$ cat src/rtl/ssic_pkg.sv
// ----------------------------------------------------------------------------
// ssic_pkg
// Shared types, sizes and the coefficient table of the state-space controller.
// ----------------------------------------------------------------------------
package ssic_pkg;

	// Matrix sizes; the coefficient table is built for exactly these.
	localparam int NUM_STATES = 5;
	localparam int NUM_AXES   = 3;
	localparam int NUM_WHEELS = 4;
	localparam int NUM_LANES  = (NUM_STATES > NUM_WHEELS) ? NUM_STATES : NUM_WHEELS;
	localparam int NUM_COLS   = NUM_STATES + NUM_AXES;
	localparam int COL_W      = $clog2(NUM_COLS + 1);

	localparam int OFF_A     = 0;
	localparam int OFF_B     = OFF_A + NUM_STATES * NUM_STATES;
	localparam int OFF_C     = OFF_B + NUM_STATES * NUM_AXES;
	localparam int OFF_D     = OFF_C + NUM_WHEELS * NUM_STATES;
	localparam int ROM_DEPTH = OFF_D + NUM_WHEELS * NUM_AXES;
	localparam int ROM_IDX_W = $clog2(ROM_DEPTH);

	localparam int VEL_W   = 16;
	localparam int DT_W    = 16;
	localparam int COEF_W  = 24;
	localparam int WORD_W  = 32;
	localparam int ACC_W   = 64;
	localparam int SPEED_W = 16;
	localparam int LIMIT_W = 15;

	localparam logic [LIMIT_W-1:0] LIMIT_RESET = 15'd25600;

	typedef logic signed [VEL_W-1:0]   vel_t;
	typedef logic        [DT_W-1:0]    dt_t;
	typedef logic signed [COEF_W-1:0]  coef_t;
	typedef logic signed [WORD_W-1:0]  word_t;
	typedef logic signed [ACC_W-1:0]   acc_t;
	typedef logic signed [SPEED_W-1:0] speed_t;
	typedef logic        [LIMIT_W-1:0] limit_t;

	typedef enum logic [2:0] {
		ST_IDLE,
		ST_INTEG,
		ST_XMAC,
		ST_XWB,
		ST_YMAC,
		ST_YWB
	} state_t;

	// Per-lane control: clear the accumulator, issue a product, scale it by 16.
	typedef struct packed {
		logic clear;
		logic issue;
		logic scale;
	} lane_ctrl_t;

	// A (5x5), B (5x3), C (4x5), D (4x3), row-major, signed Q10.14.
	localparam coef_t COEF_ROM [ROM_DEPTH] = '{
		-24'sd5105, 24'sd2698, -24'sd26, -24'sd8, 24'sd0,
		24'sd2309, -24'sd1751, -24'sd146, -24'sd44, 24'sd0,
		-24'sd16, -24'sd106, -24'sd6465, 24'sd3039, 24'sd16,
		24'sd2, 24'sd10, -24'sd896, 24'sd493, 24'sd93,
		24'sd0, 24'sd0, -24'sd2, 24'sd20, -24'sd580,
		-24'sd29950, -24'sd41458, 24'sd20439,
		-24'sd4529, 24'sd22941, -24'sd10474,
		24'sd21055, 24'sd11043, -24'sd5005,
		24'sd22920, -24'sd572, -24'sd872,
		24'sd19893, -24'sd2363, -24'sd106,
		24'sd100583, -24'sd116634, 24'sd762246, -24'sd629693, 24'sd105991,
		24'sd607574, 24'sd1256536, -24'sd49252, -24'sd734847, 24'sd2195697,
		-24'sd2256848, -24'sd4161634, 24'sd18101, -24'sd3283952, -24'sd484087,
		24'sd2942871, 24'sd5261586, 24'sd723082, 24'sd1689900, 24'sd2977705,
		24'sd218453, 24'sd138627, 24'sd4786,
		24'sd158830, -24'sd141166, 24'sd3854,
		24'sd185264, 24'sd172992, -24'sd50296,
		24'sd203984, -24'sd174906, 24'sd57755
	};

	// Table read; addresses past the end read as zero.
	function automatic coef_t coef_at(input logic [ROM_IDX_W-1:0] idx);
		coef_t c;
		c = '0;
		if (int'(idx) < ROM_DEPTH) begin
			c = COEF_ROM[idx];
		end
		return c;
	endfunction

endpackage

$ cat src/rtl/ssic_integ.sv
// ----------------------------------------------------------------------------
// ssic_integ
// Velocity error times elapsed time, rounded and added to the integrators.
// ----------------------------------------------------------------------------
module ssic_integ import ssic_pkg::*; (
	input  vel_t  command [3],
	input  vel_t  measured [3],
	input  dt_t   elapsed,
	input  word_t integ_cur [NUM_AXES],
	output word_t integ_nxt [NUM_AXES]
);

	localparam logic signed [33:0] INC_HALF = 34'sd8;

	// Each axis is independent: exact error, Q.28 product, round to Q.24, saturate.
	always_comb begin
		logic signed [16:0] err;
		logic signed [33:0] prod;
		logic signed [33:0] inc;
		logic signed [34:0] sum;
		for (int k = 0; k < NUM_AXES; k++) begin
			err  = 17'(command[k]) - 17'(measured[k]);
			prod = 34'(err) * $signed({18'd0, elapsed});
			inc  = (prod + INC_HALF) >>> 4;
			sum  = 35'(integ_cur[k]) + 35'(inc);
			if (sum > 35'sh0_7FFF_FFFF) begin
				integ_nxt[k] = 32'sh7FFF_FFFF;
			end else if (sum < -35'sh0_8000_0000) begin
				integ_nxt[k] = -32'sh8000_0000;
			end else begin
				integ_nxt[k] = sum[31:0];
			end
		end
	end

endmodule

$ cat config.mk
export PLATFORM = sky130hd
export DESIGN_NAME = ssic_integ
export DESIGN_NICKNAME = d
export VERILOG_FILES = /design/src/rtl/ssic_pkg.sv /design/src/rtl/ssic_integ.sv
export SDC_FILE = /design/constraint.sdc
export NUM_CORES = 2
export LEC_CHECK = 0
export ABC_CLOCK_PERIOD_IN_PS = 35800
export BUFFER_PORTS_ARGS = -buffer_cell sky130_fd_sc_hd__buf_2
export CAP_MARGIN = 0
export CORE_ASPECT_RATIO = 0.6
export CORE_MARGIN = 5
export CORE_UTILIZATION = 55
export DETAILED_ROUTE_END_ITERATION = 8
export GPL_ROUTABILITY_DRIVEN = 0
export PLACE_DENSITY = 0.73
export SYNTH_ARGS = -nofsm -noshare
export SYNTH_HDL_FRONTEND = slang
export SYNTH_SLANG_ARGS = --single-unit
export TNS_END_PERCENT = 20
$ cat constraint.sdc
create_clock -name vclk -period 35.8
set_input_delay 10.74 -clock vclk [all_inputs]
set_output_delay 10.74 -clock vclk [all_outputs]
set_load 0.03 [all_outputs]
==> results.sh <==
export IMPL_routedWlPerCell_um=18.21
export IMPL_first_iter_violations=2837
export IMPL_antenna_found_initial=4
export IMPL_die_area_um2=81140
export IMPL_syn_area_um2=41450
export IMPL_finalWirelength_um=113800
export IMPL_viasPerCell=5.629
export IMPL_crit_arrival_ns=23.43
export IMPL_first_global_vias=35278
export IMPL_nFlopsAndLatches=0
export IMPL_io_pins=304
export IMPL_setup_tns_ns=0
export IMPL_endpoint_kind="primary output"
export IMPL_cp_max_fo=26
export IMPL_yosys_warnings=0
export IMPL_tightest_slew_ns=1.135
export IMPL_finalCritPeriodShare_pct=95.43
export IMPL_n_fill_cell=6846
export IMPL_initial_core_util_pct=55.16
export IMPL_num_nets_final=6682
export IMPL_synth_avg_cell_area_um2=8.077
export IMPL_netlist_area_leader_share_pct=39.84
export IMPL_drive_above_1_share_pct=7.703
export IMPL_holdBufCountCts=0
export IMPL_io_buffers=304
export IMPL_relSlewSlack_pct=24.32
export IMPL_crit_type="in -> out"
export IMPL_synthTopCellsByArea="fa_1, ha_1, inv_1"
export IMPL_slew_violations=0
export IMPL_hold_class="in -> out"
export IMPL_setup_viol=0
export IMPL_track_usage_pct=28.15
export IMPL_fmax_ghz=0.02927
export IMPL_antenna_left=0
export IMPL_clkbuf_count=0
export IMPL_period_minus_slack_ns=34.17
export IMPL_synth_cell_types=81
export IMPL_drv_cap=0
export IMPL_worstPathRequired_ns=25.06
export IMPL_vias=35165
export IMPL_grt_pass1_wl_um=186700
export IMPL_die_h_um=222.7
export IMPL_syn_nets=6567
export IMPL_rsz0062_at_grt="false"
export IMPL_syn_inst=5132
export IMPL_synth_top_area_cell="fa_1"
export IMPL_yosysSeqAreaShare_pct=0
export IMPL_syn_to_final_growth_pct=5.711
export IMPL_overflow=0
export IMPL_place_hpwl_um=91650
export IMPL_cts_resized=0
export IMPL_cpMaxStageDelayCell="o21ai_0"
export IMPL_startpoint_type="primary input"
export IMPL_drtPass1Iterations=6
export IMPL_final_core_util_pct=58.31
export IMPL_holdWs_ns=22.05
export IMPL_grt_max_degree=64
export IMPL_drc=0
export IMPL_place_inst=6245
export IMPL_rows=78
export IMPL_seq_area_um2=0
export IMPL_layout_cells_non_filler=6247
export IMPL_max_stage_delay_ns=0.87
export IMPL_die_w_um=364.4
export IMPL_path_common_cell="fa_1"
export IMPL_post_cts_setup_buffer_count=0
export IMPL_synth_common_cells="inv_1, fa_1, nand2_1, ha_1, and2_1"
export IMPL_yosysMostFrequentCell="inv_1"
export IMPL_coreArea_um2=75150
export IMPL_status="complete, no violations"
export IMPL_hold_viol=0
==> per-layer routing <==
layer	GRT usage [%]	part of all wire (%)	vias up
met5	0	0.024	-
met4	4.992	2.0	4
met2	43.92	44	1484
met3	5.665	10	155
met1	41.20	44	17263
li1	-	-	16259
==> final cells by class <==
cell class         count  area (um2)  share of cell area [%]
repair buffers       361        1949                   4.449
multi-input cells   3722       36250                   82.73
inverters           1162        4362                   9.954
well taps           1000        1251                   2.855
diodes                 2       5.005                 0.01142
==> per-stage QoR <==
step | instance area (um2) | worst slack, ns
2_1_floorplan | 41450 | 3.894
3_3_place_gp | 43810 | 2.367
3_5_place_dp | 43810 | 2.026
4_1_cts | 43810 | 1.998
5_1_grt | 43820 | 0.7213
6_report | 43820 | 1.635
==> worst max-delay path, delay by kind of cell <==
family,cells,cell delay [ns]
adders and majority gates,10,3.93
AOI/OAI and AO/OA,22,6.56
and+or+nand+nor,5,1.24
buffers and inverters,8,0.92
==> worst paths after layout <==
path	start	to	slack [ns]	depth (start not counted)
setup / recovery	command[16]	integ_nxt[62]	1.63	45
hold / removal	integ_cur[64]	integ_nxt[64]	22.05	5
==> cells by family (layout without fill, tap and decap cells) <==
logic type               after synthesis  in the layout  share of synthesized area [%]
other                                  0              2                              0
multiplexers                           3              3                        0.07546
XOR/XNOR                             216            216                          4.564
buffers and inverters               1410           1523                          12.79
adder cells (fa/ha/maj)             1253           1253                          52.60
AO/OA/AOI/OAI                        802            802                          12.66
AND/OR/NAND/NOR                     1448           1448                          17.30
==> cells in the final DEF, fill, tap and decap left out, types with 9 or more instances in the layout <==
cell	n
o311ai_0	30
nand2_1	519
maj3_1	26
and4_1	12
ha_1	402
o21a_1	28
a21boi_0	16
xnor2_1	148
fa_1	825
and3_1	57
buf_4	57
a31oi_1	42
o21ai_1	9
o21bai_1	24
a211o_1	9
nand4_1	21
o31ai_1	16
or3_1	9
inv_1	1158
and2_1	278
nor4_1	14
a21o_1	98
nand2b_1	68
a21oi_1	195
o311a_1	9
o211ai_1	32
nand3_1	111
xor2_1	57
nor3_1	74
nor2_1	170
nor2b_1	66
a211oi_1	24
a311oi_1	12
o21ai_0	179
xnor2_2	9
buf_2	304
nand3b_1	22
Power is not shown: default switching activity piles up to over one toggle a cycle in this logic, so the estimate is an artifact.
