`src/rtl/ssic_pkg.sv`:
```
// ----------------------------------------------------------------------------
// ssic_pkg
// Shared types, sizes and the coefficient table of the state-space controller.
// ----------------------------------------------------------------------------
package ssic_pkg;

	// Matrix sizes; the coefficient table is built for exactly these.
	localparam int NUM_STATES = 5;
	localparam int NUM_AXES   = 3;
	localparam int NUM_WHEELS = 4;
	localparam int NUM_LANES  = (NUM_STATES > NUM_WHEELS) ? NUM_STATES : NUM_WHEELS;
	localparam int NUM_COLS   = NUM_STATES + NUM_AXES;
	localparam int COL_W      = $clog2(NUM_COLS + 1);

	localparam int OFF_A     = 0;
	localparam int OFF_B     = OFF_A + NUM_STATES * NUM_STATES;
	localparam int OFF_C     = OFF_B + NUM_STATES * NUM_AXES;
	localparam int OFF_D     = OFF_C + NUM_WHEELS * NUM_STATES;
	localparam int ROM_DEPTH = OFF_D + NUM_WHEELS * NUM_AXES;
	localparam int ROM_IDX_W = $clog2(ROM_DEPTH);

	localparam int VEL_W   = 16;
	localparam int DT_W    = 16;
	localparam int COEF_W  = 24;
	localparam int WORD_W  = 32;
	localparam int ACC_W   = 64;
	localparam int SPEED_W = 16;
	localparam int LIMIT_W = 15;

	localparam logic [LIMIT_W-1:0] LIMIT_RESET = 15'd25600;

	typedef logic signed [VEL_W-1:0]   vel_t;
	typedef logic        [DT_W-1:0]    dt_t;
	typedef logic signed [COEF_W-1:0]  coef_t;
	typedef logic signed [WORD_W-1:0]  word_t;
	typedef logic signed [ACC_W-1:0]   acc_t;
	typedef logic signed [SPEED_W-1:0] speed_t;
	typedef logic        [LIMIT_W-1:0] limit_t;

	typedef enum logic [2:0] {
		ST_IDLE,
		ST_INTEG,
		ST_XMAC,
		ST_XWB,
		ST_YMAC,
		ST_YWB
	} state_t;

	// Per-lane control: clear the accumulator, issue a product, scale it by 16.
	typedef struct packed {
		logic clear;
		logic issue;
		logic scale;
	} lane_ctrl_t;

	// A (5x5), B (5x3), C (4x5), D (4x3), row-major, signed Q10.14.
	localparam coef_t COEF_ROM [ROM_DEPTH] = '{
		-24'sd5105, 24'sd2698, -24'sd26, -24'sd8, 24'sd0,
		24'sd2309, -24'sd1751, -24'sd146, -24'sd44, 24'sd0,
		-24'sd16, -24'sd106, -24'sd6465, 24'sd3039, 24'sd16,
		24'sd2, 24'sd10, -24'sd896, 24'sd493, 24'sd93,
		24'sd0, 24'sd0, -24'sd2, 24'sd20, -24'sd580,
		-24'sd29950, -24'sd41458, 24'sd20439,
		-24'sd4529, 24'sd22941, -24'sd10474,
		24'sd21055, 24'sd11043, -24'sd5005,
		24'sd22920, -24'sd572, -24'sd872,
		24'sd19893, -24'sd2363, -24'sd106,
		24'sd100583, -24'sd116634, 24'sd762246, -24'sd629693, 24'sd105991,
		24'sd607574, 24'sd1256536, -24'sd49252, -24'sd734847, 24'sd2195697,
		-24'sd2256848, -24'sd4161634, 24'sd18101, -24'sd3283952, -24'sd484087,
		24'sd2942871, 24'sd5261586, 24'sd723082, 24'sd1689900, 24'sd2977705,
		24'sd218453, 24'sd138627, 24'sd4786,
		24'sd158830, -24'sd141166, 24'sd3854,
		24'sd185264, 24'sd172992, -24'sd50296,
		24'sd203984, -24'sd174906, 24'sd57755
	};

	// Table read; addresses past the end read as zero.
	function automatic coef_t coef_at(input logic [ROM_IDX_W-1:0] idx);
		coef_t c;
		c = '0;
		if (int'(idx) < ROM_DEPTH) begin
			c = COEF_ROM[idx];
		end
		return c;
	endfunction

endpackage

```
`src/rtl/ssic_lane.sv`:
```
// ----------------------------------------------------------------------------
// ssic_lane
// One multiply-accumulate lane; it works through one matrix row.
// ----------------------------------------------------------------------------
module ssic_lane import ssic_pkg::*; (
	input  logic       clk,
	input  logic       arst_n,
	input  lane_ctrl_t ctrl,
	input  coef_t      coef,
	input  word_t      operand,
	output acc_t       acc
);

	logic signed [COEF_W+WORD_W-1:0] prod;
	acc_t prod_s1;
	logic prod_vld_s1;
	acc_t acc_q;

	assign prod = coef * operand;

	// Product valid flag.
	always_ff @(posedge clk or negedge arst_n) begin
		if (!arst_n) begin
			prod_vld_s1 <= 1'b0;
		end else begin
			prod_vld_s1 <= ctrl.issue & ~ctrl.clear;
		end
	end

	// Registered product, state terms brought to the same scale as the others.
	always_ff @(posedge clk) begin
		if (ctrl.scale) begin
			prod_s1 <= ACC_W'(prod) <<< 4;
		end else begin
			prod_s1 <= ACC_W'(prod);
		end
	end

	// Exact accumulation of the row.
	always_ff @(posedge clk) begin
		if (ctrl.clear) begin
			acc_q <= '0;
		end else if (prod_vld_s1) begin
			acc_q <= acc_q + prod_s1;
		end
	end

	assign acc = acc_q;

endmodule

```
`config.mk`:
```
export PLATFORM = sky130hd
export DESIGN_NAME = ssic_lane
export DESIGN_NICKNAME = d
export VERILOG_FILES = /design/src/rtl/ssic_pkg.sv /design/src/rtl/ssic_lane.sv
export SDC_FILE = /design/constraint.sdc
export NUM_CORES = 2
export LEC_CHECK = 0
export CELL_PAD_IN_SITES_DETAIL_PLACEMENT = 1
export CELL_PAD_IN_SITES_GLOBAL_PLACEMENT = 1
export CORE_MARGIN = 2
export CORE_UTILIZATION = 51
export DETAILED_ROUTE_END_ITERATION = 8
export DONT_BUFFER_PORTS = 1
export GPL_TIMING_DRIVEN = 0
export MAX_ROUTING_LAYER = met4
export PLACE_DENSITY_LB_ADDON = 0.15
export SYNTH_ARGS = -nofsm -noshare
export SYNTH_HDL_FRONTEND = slang
export SYNTH_SLANG_ARGS = --single-unit
```
`constraint.sdc`:
```
create_clock -name clk -period 8.06 [get_ports clk]
set_input_delay 0.806 -clock clk [delete_from_list [all_inputs] [get_ports clk]]
set_output_delay 0.806 -clock clk [all_outputs]
set_load 0.05 [all_outputs]
```
==> metrics <==
Mapped Cells 3904; Worst Setup Start Kind primary input; Final period util 0.976; slowest cell delay on critical path between 0.6 and 0.7 ns; Crit path required time 8.39 ns; sequential element share of the synthesized area 0.0719; slowest CP cell fa_1; Post-Syn Area per Cell 8.93 sq um; RR Startpoint acc[0]; DR WL/cell roughly 26 microns; Crit Path Max Fanout 10; worst rel slew slack 0.264; Placer Congestion 0.995; Num Clock Sinks about 130; worst hold path type primary input to asynchronous set/reset pin; Post-synth EDFFs 0; Area growth syn-to-layout 5.49%; slew at the pin closest to its max-slew limit 1.10 ns; Hold Fails Final Rpt 0; uppermost layer routed met4; Initial Utilization 0.517; DR vias 27714; core region area 0.0674 sq mm; FILL cells 7943; asr flop ratio synth 0.00800; synthesized area ~0.035 sq mm; Critical Path Most Common Cell fa_1; Setup Crit Path Kind primary input to register; DR pass1 iterations 5; Most used DFF post-synth dfxtp_1; largest net degree at the start of global routing 17; f_max 0.127 GHz; share of cells above drive strength 1 0.0404; Die H 265 microns; Worst Setup EP prod_s1[51]; Yosys warning count 0; Skew-Pair Late Insertion Delay 0.44 ns; R2R depth 13; # rows 95; library cells used by synthesis 85; fin util 0.546; total routed wirelength 125000 microns; wl on met1 50600 microns; Critical Path AT 8.20 ns; FF-to-FF End acc[48]; drt drc 0; Antenna Nets Post-Route 0; GRT Residual Overflow 0; Post-Layout Cell Count 4820; CP Capture Type register; Slew Viols, Final 0; unrepaired setup endpoints after global routing no; Root Buffer clkbuf_16; Worst-path clk slew approximately 0.060 ns; Port Buf Inserts 0; Nets 4981; DIE AREA approximately 0.070 sq mm; total CTS buffers 17; commonest non-fill, non-tap cell in the layout inv_1; most frequent cells in the layout inv_1 (783), fa_1 (781), nand2_1 (524), and2_1 (371), ha_1 (211); Placed Cells 4777; met2 wire length between 50000 and 60000 microns; area post-placement 0.0360 sq mm; vias per std cell 5.75; crit-path cells clkbuf_1, nand2_1, fa_1, fa_1, fa_1, fa_1, inv_1, fa_1, fa_1, inv_1, fa_1, inv_1, ha_1, and4_1, a221o_1, a41o_1, a41o_1, a31oi_2, o21ai_1, a41oi_1, xnor2_1, mux2_2; HPWL Detailed 106000 microns; met3 routed WL 10800 microns; status completed; vias in the first global route 30740; clock buffer depth 2; clk_skew 0.0101 ns; 1st-iter DRT viols roughly 2000; Yosys reg bits 125; first-pass GRT wire length 190000 microns; initial antenna violation count 5; flop-to-flop setup slack 3.59 ns; crit path from operand[14]; I/O pin cnt 125; Die Width 265 microns; Period minus WS final 7.87 ns; gr usage total 0.376; maxcap violations 0; Setup Viol. Count Final 0; syn nets roughly 5000; CTS tree yes; hold slack 0.0565 ns; htree depth 4; Final Cell Area approximately 0.037 sq mm
[synthesized netlist by cell type, drive strengths merged, types with 67 or more instances]
master / instances / area [sq um]
clkbuf: 185 / 708
xnor2: 68 / 596
and2: 371 / 2320
dfxtp: 124 / 2480
nor2: 143 / 537
ha: 213 / 2670
inv: 786 / 2950
a21oi: 140 / 701
nand2: 524 / 1970
fa: 784 / 15700
a21o: 67 / 504
o21ai: 77 / 385
[worst max-delay path, delay by kind of cell]
family / cells / cell delay [ns]
adder cells (fa/ha/maj): 8 / 4.14
AO/OA/AOI/OAI: 6 / 1.69
buffers and inverters: 4 / 0.71
AND/OR/NAND/NOR: 2 / 0.43
multiplexers: 1 / 0.29
XOR/XNOR: 1 / 0.13
[layout make-up]
class | instances | area, sq um | area share
tap | 873 | 1090 | 0.0297
antenna | 11 | 27.5 | 0.000749
inverter | 787 | 2970 | 0.0807
timing repair buffer | 4 | 42.5 | 0.00116
sequential | 125 | 2510 | 0.0682
clock inverter | 14 | 205 | 0.00558
multi-input combinational | 2794 | 28600 | 0.779
buffer | 194 | 855 | 0.0232
clock buffer | 18 | 429 | 0.0117
[metal layers]
layer | vias to the layer above | global-route usage
met5 | - | -
met4 | 0 | 0.164
met3 | 269 | 0.0713
met2 | 1139 | 0.590
met1 | 14395 | 0.477
li1 | 11911 | -
[logic make-up after synthesis]
kind of cell,count (synthesis),synth area share
XOR/XNOR,106,0.0266
buffers and inverters,985,0.108
AND/OR/NAND/NOR,1183,0.164
flip-flops,125,0.0719
AO/OA/AOI/OAI,448,0.0853
adder cells (fa/ha/maj),997,0.527
multiplexers,60,0.0179
[per-stage QoR]
| step | setup slack (ns) | setup TNS [ns] |
|---|---|---|
| floorplan | 0.564 | 0 |
| global placement | -0.977 | -14.01 |
| detailed placement | -1.02 | -15.67 |
| CTS | 0.0174 | 0 |
| global route | 0.000886 | 0 |
| finish | 0.190 | 0 |
[how the worst min path moves through the flow]
stage | from | end | slack [ns] | cells after the start
after floorplan | arst_n | prod_vld_s1 | 0.51 | 0
after global placement | arst_n | prod_vld_s1 | 0.51 | 0
after detailed placement | arst_n | prod_vld_s1 | 0.51 | 0
after CTS | arst_n | prod_vld_s1 | 0.04 | 0
after global routing | arst_n | prod_vld_s1 | 0.04 | 0
final | arst_n | prod_vld_s1 | 0.06 | 0
[sequential cells by signal, summed over array words and instances, names as in the netlist]
register / cells
prod_s1: 60
prod_vld_s1: 1
acc: 64
[repair_timing]
| action | CTS | global route |
|---|---|---|
| resized for setup | 14 | 106 |
| hold buffers | 0 | 0 |
| setup buffers | 3 | 1 |
| cloned | 0 | 0 |
| pin swaps | 1 | 0 |
| endpoints found under the setup margin | 17 | 21 |
Power is not shown: default switching activity piles up to over one toggle a cycle in this logic, so the estimate is an artifact.
