===== config.mk =====
export PLATFORM = sky130hd
export DESIGN_NAME = ssic_merge
export DESIGN_NICKNAME = d
export VERILOG_FILES = /design/src/rtl/ssic_pkg.sv /design/src/rtl/ssic_merge.sv
export SDC_FILE = /design/constraint.sdc
export NUM_CORES = 1
export LEC_CHECK = 0
export BUFFER_PORTS_ARGS = -buffer_cell sky130_fd_sc_hd__buf_2
export CAP_MARGIN = 20
export CORE_AREA = 2 2 217 219
export DETAILED_ROUTE_END_ITERATION = 16
export DIE_AREA = 0 0 219 221
export MAX_ROUTING_LAYER = met4
export PLACE_DENSITY_LB_ADDON = 0.1
export SLEW_MARGIN = 20
export SYNTH_ARGS = -nofsm -noshare
export SYNTH_HDL_FRONTEND = slang
export SYNTH_SLANG_ARGS = --single-unit
export TNS_END_PERCENT = 100

===== constraint.sdc =====
create_clock -name vclk -period 10.9
set_input_delay 1.635 -clock vclk [all_inputs]
set_output_delay 1.635 -clock vclk [all_outputs]
set_load 0.02 [all_outputs]

===== src/rtl/ssic_pkg.sv =====
// ----------------------------------------------------------------------------
// ssic_pkg
// Shared types, sizes and the coefficient table of the state-space controller.
// ----------------------------------------------------------------------------
package ssic_pkg;

	// Matrix sizes; the coefficient table is built for exactly these.
	localparam int NUM_STATES = 5;
	localparam int NUM_AXES   = 3;
	localparam int NUM_WHEELS = 4;
	localparam int NUM_LANES  = (NUM_STATES > NUM_WHEELS) ? NUM_STATES : NUM_WHEELS;
	localparam int NUM_COLS   = NUM_STATES + NUM_AXES;
	localparam int COL_W      = $clog2(NUM_COLS + 1);

	localparam int OFF_A     = 0;
	localparam int OFF_B     = OFF_A + NUM_STATES * NUM_STATES;
	localparam int OFF_C     = OFF_B + NUM_STATES * NUM_AXES;
	localparam int OFF_D     = OFF_C + NUM_WHEELS * NUM_STATES;
	localparam int ROM_DEPTH = OFF_D + NUM_WHEELS * NUM_AXES;
	localparam int ROM_IDX_W = $clog2(ROM_DEPTH);

	localparam int VEL_W   = 16;
	localparam int DT_W    = 16;
	localparam int COEF_W  = 24;
	localparam int WORD_W  = 32;
	localparam int ACC_W   = 64;
	localparam int SPEED_W = 16;
	localparam int LIMIT_W = 15;

	localparam logic [LIMIT_W-1:0] LIMIT_RESET = 15'd25600;

	typedef logic signed [VEL_W-1:0]   vel_t;
	typedef logic        [DT_W-1:0]    dt_t;
	typedef logic signed [COEF_W-1:0]  coef_t;
	typedef logic signed [WORD_W-1:0]  word_t;
	typedef logic signed [ACC_W-1:0]   acc_t;
	typedef logic signed [SPEED_W-1:0] speed_t;
	typedef logic        [LIMIT_W-1:0] limit_t;

	typedef enum logic [2:0] {
		ST_IDLE,
		ST_INTEG,
		ST_XMAC,
		ST_XWB,
		ST_YMAC,
		ST_YWB
	} state_t;

	// Per-lane control: clear the accumulator, issue a product, scale it by 16.
	typedef struct packed {
		logic clear;
		logic issue;
		logic scale;
	} lane_ctrl_t;

	// A (5x5), B (5x3), C (4x5), D (4x3), row-major, signed Q10.14.
	localparam coef_t COEF_ROM [ROM_DEPTH] = '{
		-24'sd5105, 24'sd2698, -24'sd26, -24'sd8, 24'sd0,
		24'sd2309, -24'sd1751, -24'sd146, -24'sd44, 24'sd0,
		-24'sd16, -24'sd106, -24'sd6465, 24'sd3039, 24'sd16,
		24'sd2, 24'sd10, -24'sd896, 24'sd493, 24'sd93,
		24'sd0, 24'sd0, -24'sd2, 24'sd20, -24'sd580,
		-24'sd29950, -24'sd41458, 24'sd20439,
		-24'sd4529, 24'sd22941, -24'sd10474,
		24'sd21055, 24'sd11043, -24'sd5005,
		24'sd22920, -24'sd572, -24'sd872,
		24'sd19893, -24'sd2363, -24'sd106,
		24'sd100583, -24'sd116634, 24'sd762246, -24'sd629693, 24'sd105991,
		24'sd607574, 24'sd1256536, -24'sd49252, -24'sd734847, 24'sd2195697,
		-24'sd2256848, -24'sd4161634, 24'sd18101, -24'sd3283952, -24'sd484087,
		24'sd2942871, 24'sd5261586, 24'sd723082, 24'sd1689900, 24'sd2977705,
		24'sd218453, 24'sd138627, 24'sd4786,
		24'sd158830, -24'sd141166, 24'sd3854,
		24'sd185264, 24'sd172992, -24'sd50296,
		24'sd203984, -24'sd174906, 24'sd57755
	};

	// Table read; addresses past the end read as zero.
	function automatic coef_t coef_at(input logic [ROM_IDX_W-1:0] idx);
		coef_t c;
		c = '0;
		if (int'(idx) < ROM_DEPTH) begin
			c = COEF_ROM[idx];
		end
		return c;
	endfunction

endpackage


===== src/rtl/ssic_merge.sv =====
// ----------------------------------------------------------------------------
// ssic_merge
// Rounds lane sums into the new state and into clamped wheel speeds.
// ----------------------------------------------------------------------------
module ssic_merge import ssic_pkg::*; (
	input  acc_t       acc [NUM_LANES],
	input  limit_t     limit,
	output word_t      state_nxt [NUM_STATES],
	output speed_t     speed [NUM_WHEELS],
	output logic [3:0] mask
);

	localparam acc_t STATE_HALF = acc_t'(64'sd1 <<< 17);
	localparam acc_t SPEED_HALF = acc_t'(64'sd1 <<< 29);

	// State: round Q.38 to Q.20 and saturate to 32 bits.
	always_comb begin
		acc_t t;
		for (int r = 0; r < NUM_STATES; r++) begin
			t = (acc[r] + STATE_HALF) >>> 18;
			if (t > 64'sh0000_0000_7FFF_FFFF) begin
				state_nxt[r] = 32'sh7FFF_FFFF;
			end else if (t < -64'sh0000_0000_8000_0000) begin
				state_nxt[r] = -32'sh8000_0000;
			end else begin
				state_nxt[r] = t[31:0];
			end
		end
	end

	// Speeds: round Q.38 to Q.8 and clamp to the symmetric limit.
	always_comb begin
		logic signed [33:0] y;
		logic signed [33:0] lim;
		lim = $signed({19'd0, limit});
		for (int r = 0; r < NUM_WHEELS; r++) begin
			y = 34'((acc[r] + SPEED_HALF) >>> 30);
			mask[r] = 1'b0;
			if (y > lim) begin
				y = lim;
				mask[r] = 1'b1;
			end else if (y < -lim) begin
				y = -lim;
				mask[r] = 1'b1;
			end
			speed[r] = y[15:0];
		end
	end

endmodule

==> results of run 1 <==
==> through the flow <==
step	instances	hold slack, ns	total power, mW
after floorplan	2274	3.42	0.397
after global placement	3239	3.64	0.648
after detailed placement	3240	3.65	0.655
after CTS	3240	3.64	0.659
after global routing	3247	3.66	0.724
final	3248	3.64	0.666
==> logic make-up (layout without fill, tap and decap cells) <==
kind of cell               count (synthesis)  in the layout
AOI/OAI and AO/OA                        507            507
xor gates and xnor gates                 344            344
adders and majority gates                203            203
buffers and inverters                    215            574
muxes                                     67             67
other                                      0              8
and+or+nand+nor                          938            938
==> cell type report <==
cell class                      instances  area share, %
Inverter                               66           1.41
Tap cell                              607           4.24
Multi-Input combinational cell       2059           79.6
Antenna cell                            8          0.112
Timing Repair Buffer                  508           14.6
==> report_power, final <==
part	internal [mW]	switching (mW)	leakage (nW)
clock network	0.0000000983	0	0.0000507
registers	0	0	0
logic	0.229	0.438	7.41
total	0.229	0.438	7.41
==> synth_stat cells (4+ instances only) <==
library cell	n	area, µm²
sky130_fd_sc_hd__a2111oi_0	10	87.6
sky130_fd_sc_hd__a211oi_1	10	75.1
sky130_fd_sc_hd__a21o_1	13	97.6
sky130_fd_sc_hd__a21oi_1	107	536
sky130_fd_sc_hd__a221oi_1	5	43.8
sky130_fd_sc_hd__a22o_1	12	105
sky130_fd_sc_hd__a22oi_1	25	188
sky130_fd_sc_hd__a31oi_1	13	81.3
sky130_fd_sc_hd__and2_0	6	37.5
sky130_fd_sc_hd__and2_1	22	138
sky130_fd_sc_hd__and3_1	47	294
sky130_fd_sc_hd__and4_1	30	263
sky130_fd_sc_hd__buf_1	8	30.0
sky130_fd_sc_hd__buf_2	6	30.0
sky130_fd_sc_hd__clkbuf_1	131	492
sky130_fd_sc_hd__ha_1	203	2540
sky130_fd_sc_hd__inv_1	64	240
sky130_fd_sc_hd__mux2_2	18	203
sky130_fd_sc_hd__mux2i_1	49	490
sky130_fd_sc_hd__nand2_1	204	766
sky130_fd_sc_hd__nand2b_1	18	113
sky130_fd_sc_hd__nand3_1	152	761
sky130_fd_sc_hd__nand4_1	121	757
sky130_fd_sc_hd__nor2_1	153	574
sky130_fd_sc_hd__nor2b_1	18	113
sky130_fd_sc_hd__nor3_1	66	330
sky130_fd_sc_hd__nor4_1	41	257
sky130_fd_sc_hd__o211ai_1	8	60.1
sky130_fd_sc_hd__o21a_1	11	82.6
sky130_fd_sc_hd__o21ai_0	229	1150
sky130_fd_sc_hd__o21bai_1	6	45.0
sky130_fd_sc_hd__o22ai_1	6	37.5
sky130_fd_sc_hd__o2bb2ai_1	4	35.0
sky130_fd_sc_hd__o31a_1	4	35.0
sky130_fd_sc_hd__o31ai_1	7	52.6
sky130_fd_sc_hd__or2_2	10	62.6
sky130_fd_sc_hd__or3_1	21	131
sky130_fd_sc_hd__or4_1	8	60.1
sky130_fd_sc_hd__xnor2_1	193	1690
sky130_fd_sc_hd__xor2_1	151	1320
==> per-layer routing <==
layer  up-vias  wire length, µm  track usage, %
met5         -                0               -
met4         0             1040            4.42
met1      8893            32700            39.6
met3        57             5590            4.41
met2       693            30800            42.9
li1       9090                -               -
==> worst max-delay path by stage <==
stage | from | endpoint | slack [ns] | depth (start not counted)
global placement | limit[0] | speed[42] | 1.00 | 22
floorplan | limit[1] | speed[16] | 1.29 | 21
global route | limit[0] | speed[43] | 0.43 | 22
finish | limit[0] | speed[43] | 0.81 | 22
detailed placement | limit[0] | speed[42] | 0.97 | 22
CTS | limit[0] | speed[42] | 0.91 | 22
==> critical path: stages <==
cell and delay [ns]:
sky130_fd_sc_hd__buf_2 0.20, sky130_fd_sc_hd__or3_1 0.58, sky130_fd_sc_hd__nor3_4 0.35, sky130_fd_sc_hd__nand3_4 0.17, sky130_fd_sc_hd__or3_1 0.51, sky130_fd_sc_hd__or3_1 0.52
sky130_fd_sc_hd__or3_1 0.51, sky130_fd_sc_hd__or3_1 0.56, sky130_fd_sc_hd__inv_1 0.41, sky130_fd_sc_hd__buf_4 0.27, sky130_fd_sc_hd__ha_1 0.27, sky130_fd_sc_hd__nand3_1 0.09
sky130_fd_sc_hd__nand2_1 0.05, sky130_fd_sc_hd__a2111oi_0 0.58, sky130_fd_sc_hd__o211ai_1 0.17, sky130_fd_sc_hd__a31oi_1 0.30, sky130_fd_sc_hd__o31ai_4 0.07, sky130_fd_sc_hd__buf_4 0.25
sky130_fd_sc_hd__buf_4 0.21, sky130_fd_sc_hd__mux2i_1 0.13, sky130_fd_sc_hd__a22oi_1 0.37, sky130_fd_sc_hd__buf_2 0.24
==> metrics, run 1 <==
Vert. Die Dim 221 µm; number of hold-repair buffers added at the cts stage 0; kind of start point of the critical path input port; leading cell types in the layout, fill and taps excluded 478 x sky130_fd_sc_hd__buf_2, 229 x sky130_fd_sc_hd__o21ai_0, 204 x sky130_fd_sc_hd__nand2_1, 203 x sky130_fd_sc_hd__ha_1, 193 x sky130_fd_sc_hd__xnor2_1; register area share after synthesis 0%; footprint of the flip-flops and latches 0 µm²; Site Rows 79; final hold violation count 0; endpoint required time on the critical path 9.27 ns; unrepaired setup endpoints after global routing false; antenna violations before repair 9; smallest setup slack after layout 0.806 ns; Vias 18.7k; CP endpoint kind output port; multiplexer area fraction after synthesis between 4 and 5%; number of nets with antenna violations after detailed routing 0; Wirelength per Cell about 22 µm; WHS Path Cells 3; VDD IR max approximately 0.023 mV; worst setup path class input port to output port; global-route usage over all layers between 20% and 30%; cell area after placement 0.0179 mm²; time the final worst path needs with I/O delays and setup around 10 ns; Nets 3173; critical path data arrival time 8.46 ns; die area 0.0484 mm²; Least-Margin Pin Slew 1.06 ns; most common library cell in the layout ignoring fill and taps sky130_fd_sc_hd__buf_2; tightest slew margin relative to the limit 29.2%; gp weighted congestion 0.925; Die W 219 µm; clock buffers 0; Detailed Place HPWL 58.7 mm; Synth-to-Final Area Change 19.4%; top fanout value on the critical path 21; Pre-antenna DRT Iters 5; dominant combinational cell family by area after synthesis simple AND/OR/NAND/NOR gates; accumulated negative setup slack 0 ns; global-route wire length before repair 105 mm; number of port buffers between 400 and 500; multi-input logic area 0.0142 mm²; total I/O pin count 563; Tcrit/Tclk final 92.6%; initial cell density of the core ~33%; xor-xnor portion of the synthesized cell area between 20 and 25%; final max-slew violation count 0; layout filler cell count 5185; post-synthesis net count around 2.8k; number of flip-flops and latches 0; maximum number of pins on one net before global-route repair 34; standard cell core area 0.0461 mm²; layout cells sized above 1 around a fifth; maximum clock frequency 99.1 MHz; area fraction in compound gates after synthesis 20.3%; synthesized area 0.0150 mm²; Pwr per Cell Area 37.2 mW/mm²; startpoint of the lowest-slack hold path acc[63]; path class of the lowest-slack min-delay path input port to output port; Avg Synthesized Cell Area 6.59 µm²; drt drc 0; leakage dissipation 7.41 nW; synthesized-area fraction occupied by adder cells 16.9%; number of gates resized after CTS 0; vias in the first global route 17.4k; total grt overflow 0; max_cap viols 0; final-report setup violation count 0; status finished, final reports clean; vias per cell ~5.8; Setup Slack @ Placement 0.965 ns; count of synthesis-stage warnings from yosys 0; finished layout cell area between 0.015 and 0.02 mm²; initial detailed-routing violation count 1589; Cells after Synth 2274; number of buffers added for setup after CTS 0; simple-gate share of the synthesized area 32.4%; endpoint of the worst hold path state_nxt[31]; post-synth cell types 77; Routed WL between 70 and 80 mm; fraction of the core area covered by cells at the end of the flow 38.9%
(Power assumes the default switching activity.)
==> run 2: changes to the inputs <==
--- a/config.mk
+++ b/config.mk
@@ -11,7 +11,6 @@
 export DETAILED_ROUTE_END_ITERATION = 16
 export DIE_AREA = 0 0 219 221
 export MAX_ROUTING_LAYER = met4
-export PLACE_DENSITY_LB_ADDON = 0.1
 export SLEW_MARGIN = 20
 export SYNTH_ARGS = -nofsm -noshare
 export SYNTH_HDL_FRONTEND = slang
==> run 2 against run 1 <==
Against the previous run:
- first-iteration DRC count decreased by 8.3%
- maximum frequency increased by 2.2%
- routed wire length decreased by 5.4%
- sequential share of layout area unchanged
- count of clock-buffer cells in the layout unchanged
- cell area about the same
- largest power group unchanged
- non-clock buffer count decreased by 4
- final cell count increased by 0.18%
- hold slack improved by 0.011 ns
- combinational power decreased by 1%
- global-route usage decreased by 1.8 points
==> metrics, run 2 (same netlist as run 1, synthesis figures left out) <==
Tcrit/Tclk final 90.6% (-2.0 points); number of port buffers 478 (unchanged); worst setup path class input port to output port; initial detailed-routing violation count 1457 (-8.3%); Pre-antenna DRT Iters 8 (+3); most common library cell in the layout ignoring fill and taps sky130_fd_sc_hd__buf_2; total I/O pin count 563 (unchanged); critical path data arrival time 8.25 ns (-0.21 ns); VDD IR max 0.0249 mV (+6.1%); share of total power in sequential cells 0% (unchanged); startpoint of the lowest-slack hold path acc[63]; drt drc 0 (unchanged); tightest slew margin relative to the limit 27.9% (-1.3 points); total grt overflow 0 (unchanged); Vert. Die Dim 221 µm (unchanged); WHS Path Cells 3 (unchanged); fraction of the core area covered by cells at the end of the flow 38.8% (about the same); Least-Margin Pin Slew 1.07 ns (+0.00997 ns); Routed WL 66.4 mm (-5.4%); fraction of power spent switching nets 65.1% (-0.60 points); number of flip-flops and latches 0 (unchanged); number of hold-repair buffers added at the cts stage 0 (unchanged); global-route wire length before repair 101 mm (-4.1%); number of buffers added for setup after CTS 0 (unchanged); switching power total 0.428 mW (-2.2%); Cell Chain, Critical Path buf_2 > or3_1 > nor3_4 > nand3_4 > or3_1 > or3_1 > or3_1 > or3_1 > inv_1 > ha_1 > nand3_1 > nor3_1 > nand2_1 > a2111oi_0 > nor3b_1 > mux2_2 > mux2i_1 > a22oi_1 > buf_2; minimum hold slack 3.66 ns (+0.0110 ns); unrepaired setup endpoints after global routing false; final hold violation count 0 (unchanged); Pwr per Cell Area 36.8 mW/mm² (-1.2%); cell mode on critical path sky130_fd_sc_hd__or3_1; layout cells sized above 1 21.1% (-0.20 points); Critical-path top delay cell sky130_fd_sc_hd__mux2_2; leakage dissipation 7.39 nW (-0.32%); top fanout value on the critical path 31 (+48%); Vias 19.0k (+1.5%); maximum clock frequency 101 MHz (+2.2%); kind of start point of the critical path input port; vias in the first global route 18.0k (+3.2%); Site Rows 79 (unchanged); combinational share of power 100.0% (about the same); die area 0.0484 mm² (unchanged); number of gates resized after CTS 0 (unchanged); CP endpoint kind output port; Wirelength per Cell 20.4 µm (-5.6%); final max-slew violation count 0 (unchanged); Synth-to-Final Area Change 19.3% (about the same); time the final worst path needs with I/O delays and setup 9.88 ns (-0.214 ns); antenna violations before repair 16 (+7); global-route usage over all layers 26.3% (-1.8 points); status finished, final reports clean; final-report setup violation count 0 (unchanged); initial cell density of the core 32.5% (unchanged); accumulated negative setup slack 0 ns (unchanged); Nets 3169 (-0.13%); standard cell core area 0.0461 mm² (unchanged); Die W 219 µm (unchanged); Clk network pwr share 0% (unchanged); endpoint of the worst hold path state_nxt[31]; internal power of the cells 0.230 mW (+0.46%); endpoint required time on the critical path 9.27 ns (about the same); clock buffers 0 (unchanged); path class of the lowest-slack min-delay path input port to output port; maximum number of pins on one net before global-route repair 34 (unchanged); gp weighted congestion 0.946 (+2.3%); leading cell types in the layout, fill and taps excluded 478 x sky130_fd_sc_hd__buf_2, 229 x sky130_fd_sc_hd__o21ai_0, 204 x sky130_fd_sc_hd__nand2_1, 203 x sky130_fd_sc_hd__ha_1, 193 x sky130_fd_sc_hd__xnor2_1; maximum cell stage delay along the critical path 0.71 ns (+0.13 ns); max_cap viols 0 (unchanged); footprint of the flip-flops and latches 0 µm² (unchanged); vias per cell 5.85 (+1.4%); Detailed Place HPWL 55.3 mm (-5.7%); number of nets with antenna violations after detailed routing 0 (unchanged)
run 2: how the worst max path moves through the flow:
stage	startpoint	endpoint	slack (ns)	cells after the start
2_1_floorplan	limit[1]	speed[16]	1.29	21
3_3_place_gp	limit[0]	speed[61]	1.22	20
3_5_place_dp	limit[0]	speed[11]	1.18	19
4_1_cts	limit[0]	speed[11]	1.17	19
5_1_grt	limit[0]	speed[12]	0.65	19
6_report	limit[0]	speed[12]	1.02	19
run 2: final cells by class:
cell class         count  area, µm²
multi-input cells   2059      14200
repair buffers       504       2590
inverters             66        253
well taps            607        759
diodes                18       45.0
fillers             5011      28200
run 2: routing by layer:
layer,share of wire (%),global-route usage [%],vias up
li1,-,-,9092
met4,2.0,4.84,0
met3,6.4,2.65,99
met2,49,45.3,695
met1,43,33.4,9135
met5,0,-,-
run 2: critical path, delay by kind of cell:
kind                       cells  cell delay, ns
muxes                          2            0.87
adders and majority gates      1            0.24
buffers and inverters          3            0.96
and+or+nand+nor               11            3.71
AOI/OAI and AO/OA              2            0.81
run 2: power by group through the flow:
| stage | combinational (mW) | clock, mW | sequential [mW] |
|---|---|---|---|
| after floorplan | 0.397 | 0 | 0 |
| final | 0.658 | 0.000000215 | 0 |
| after CTS | 0.649 | 0 | 0 |
| after detailed placement | 0.646 | 0 | 0 |
| after global placement | 0.633 | 0 | 0 |
| after global routing | 0.711 | 0.000000209 | 0 |
run 2: metrics by stage:
stage,setup slack (ns),power (mW),area [µm²],instances
after global routing,0.649,0.711,17900,3253
after CTS,1.17,0.649,17800,3236
final,1.02,0.658,17900,3254
after detailed placement,1.18,0.646,17800,3236
after global placement,1.22,0.633,17800,3236
after floorplan,1.29,0.397,15000,2274
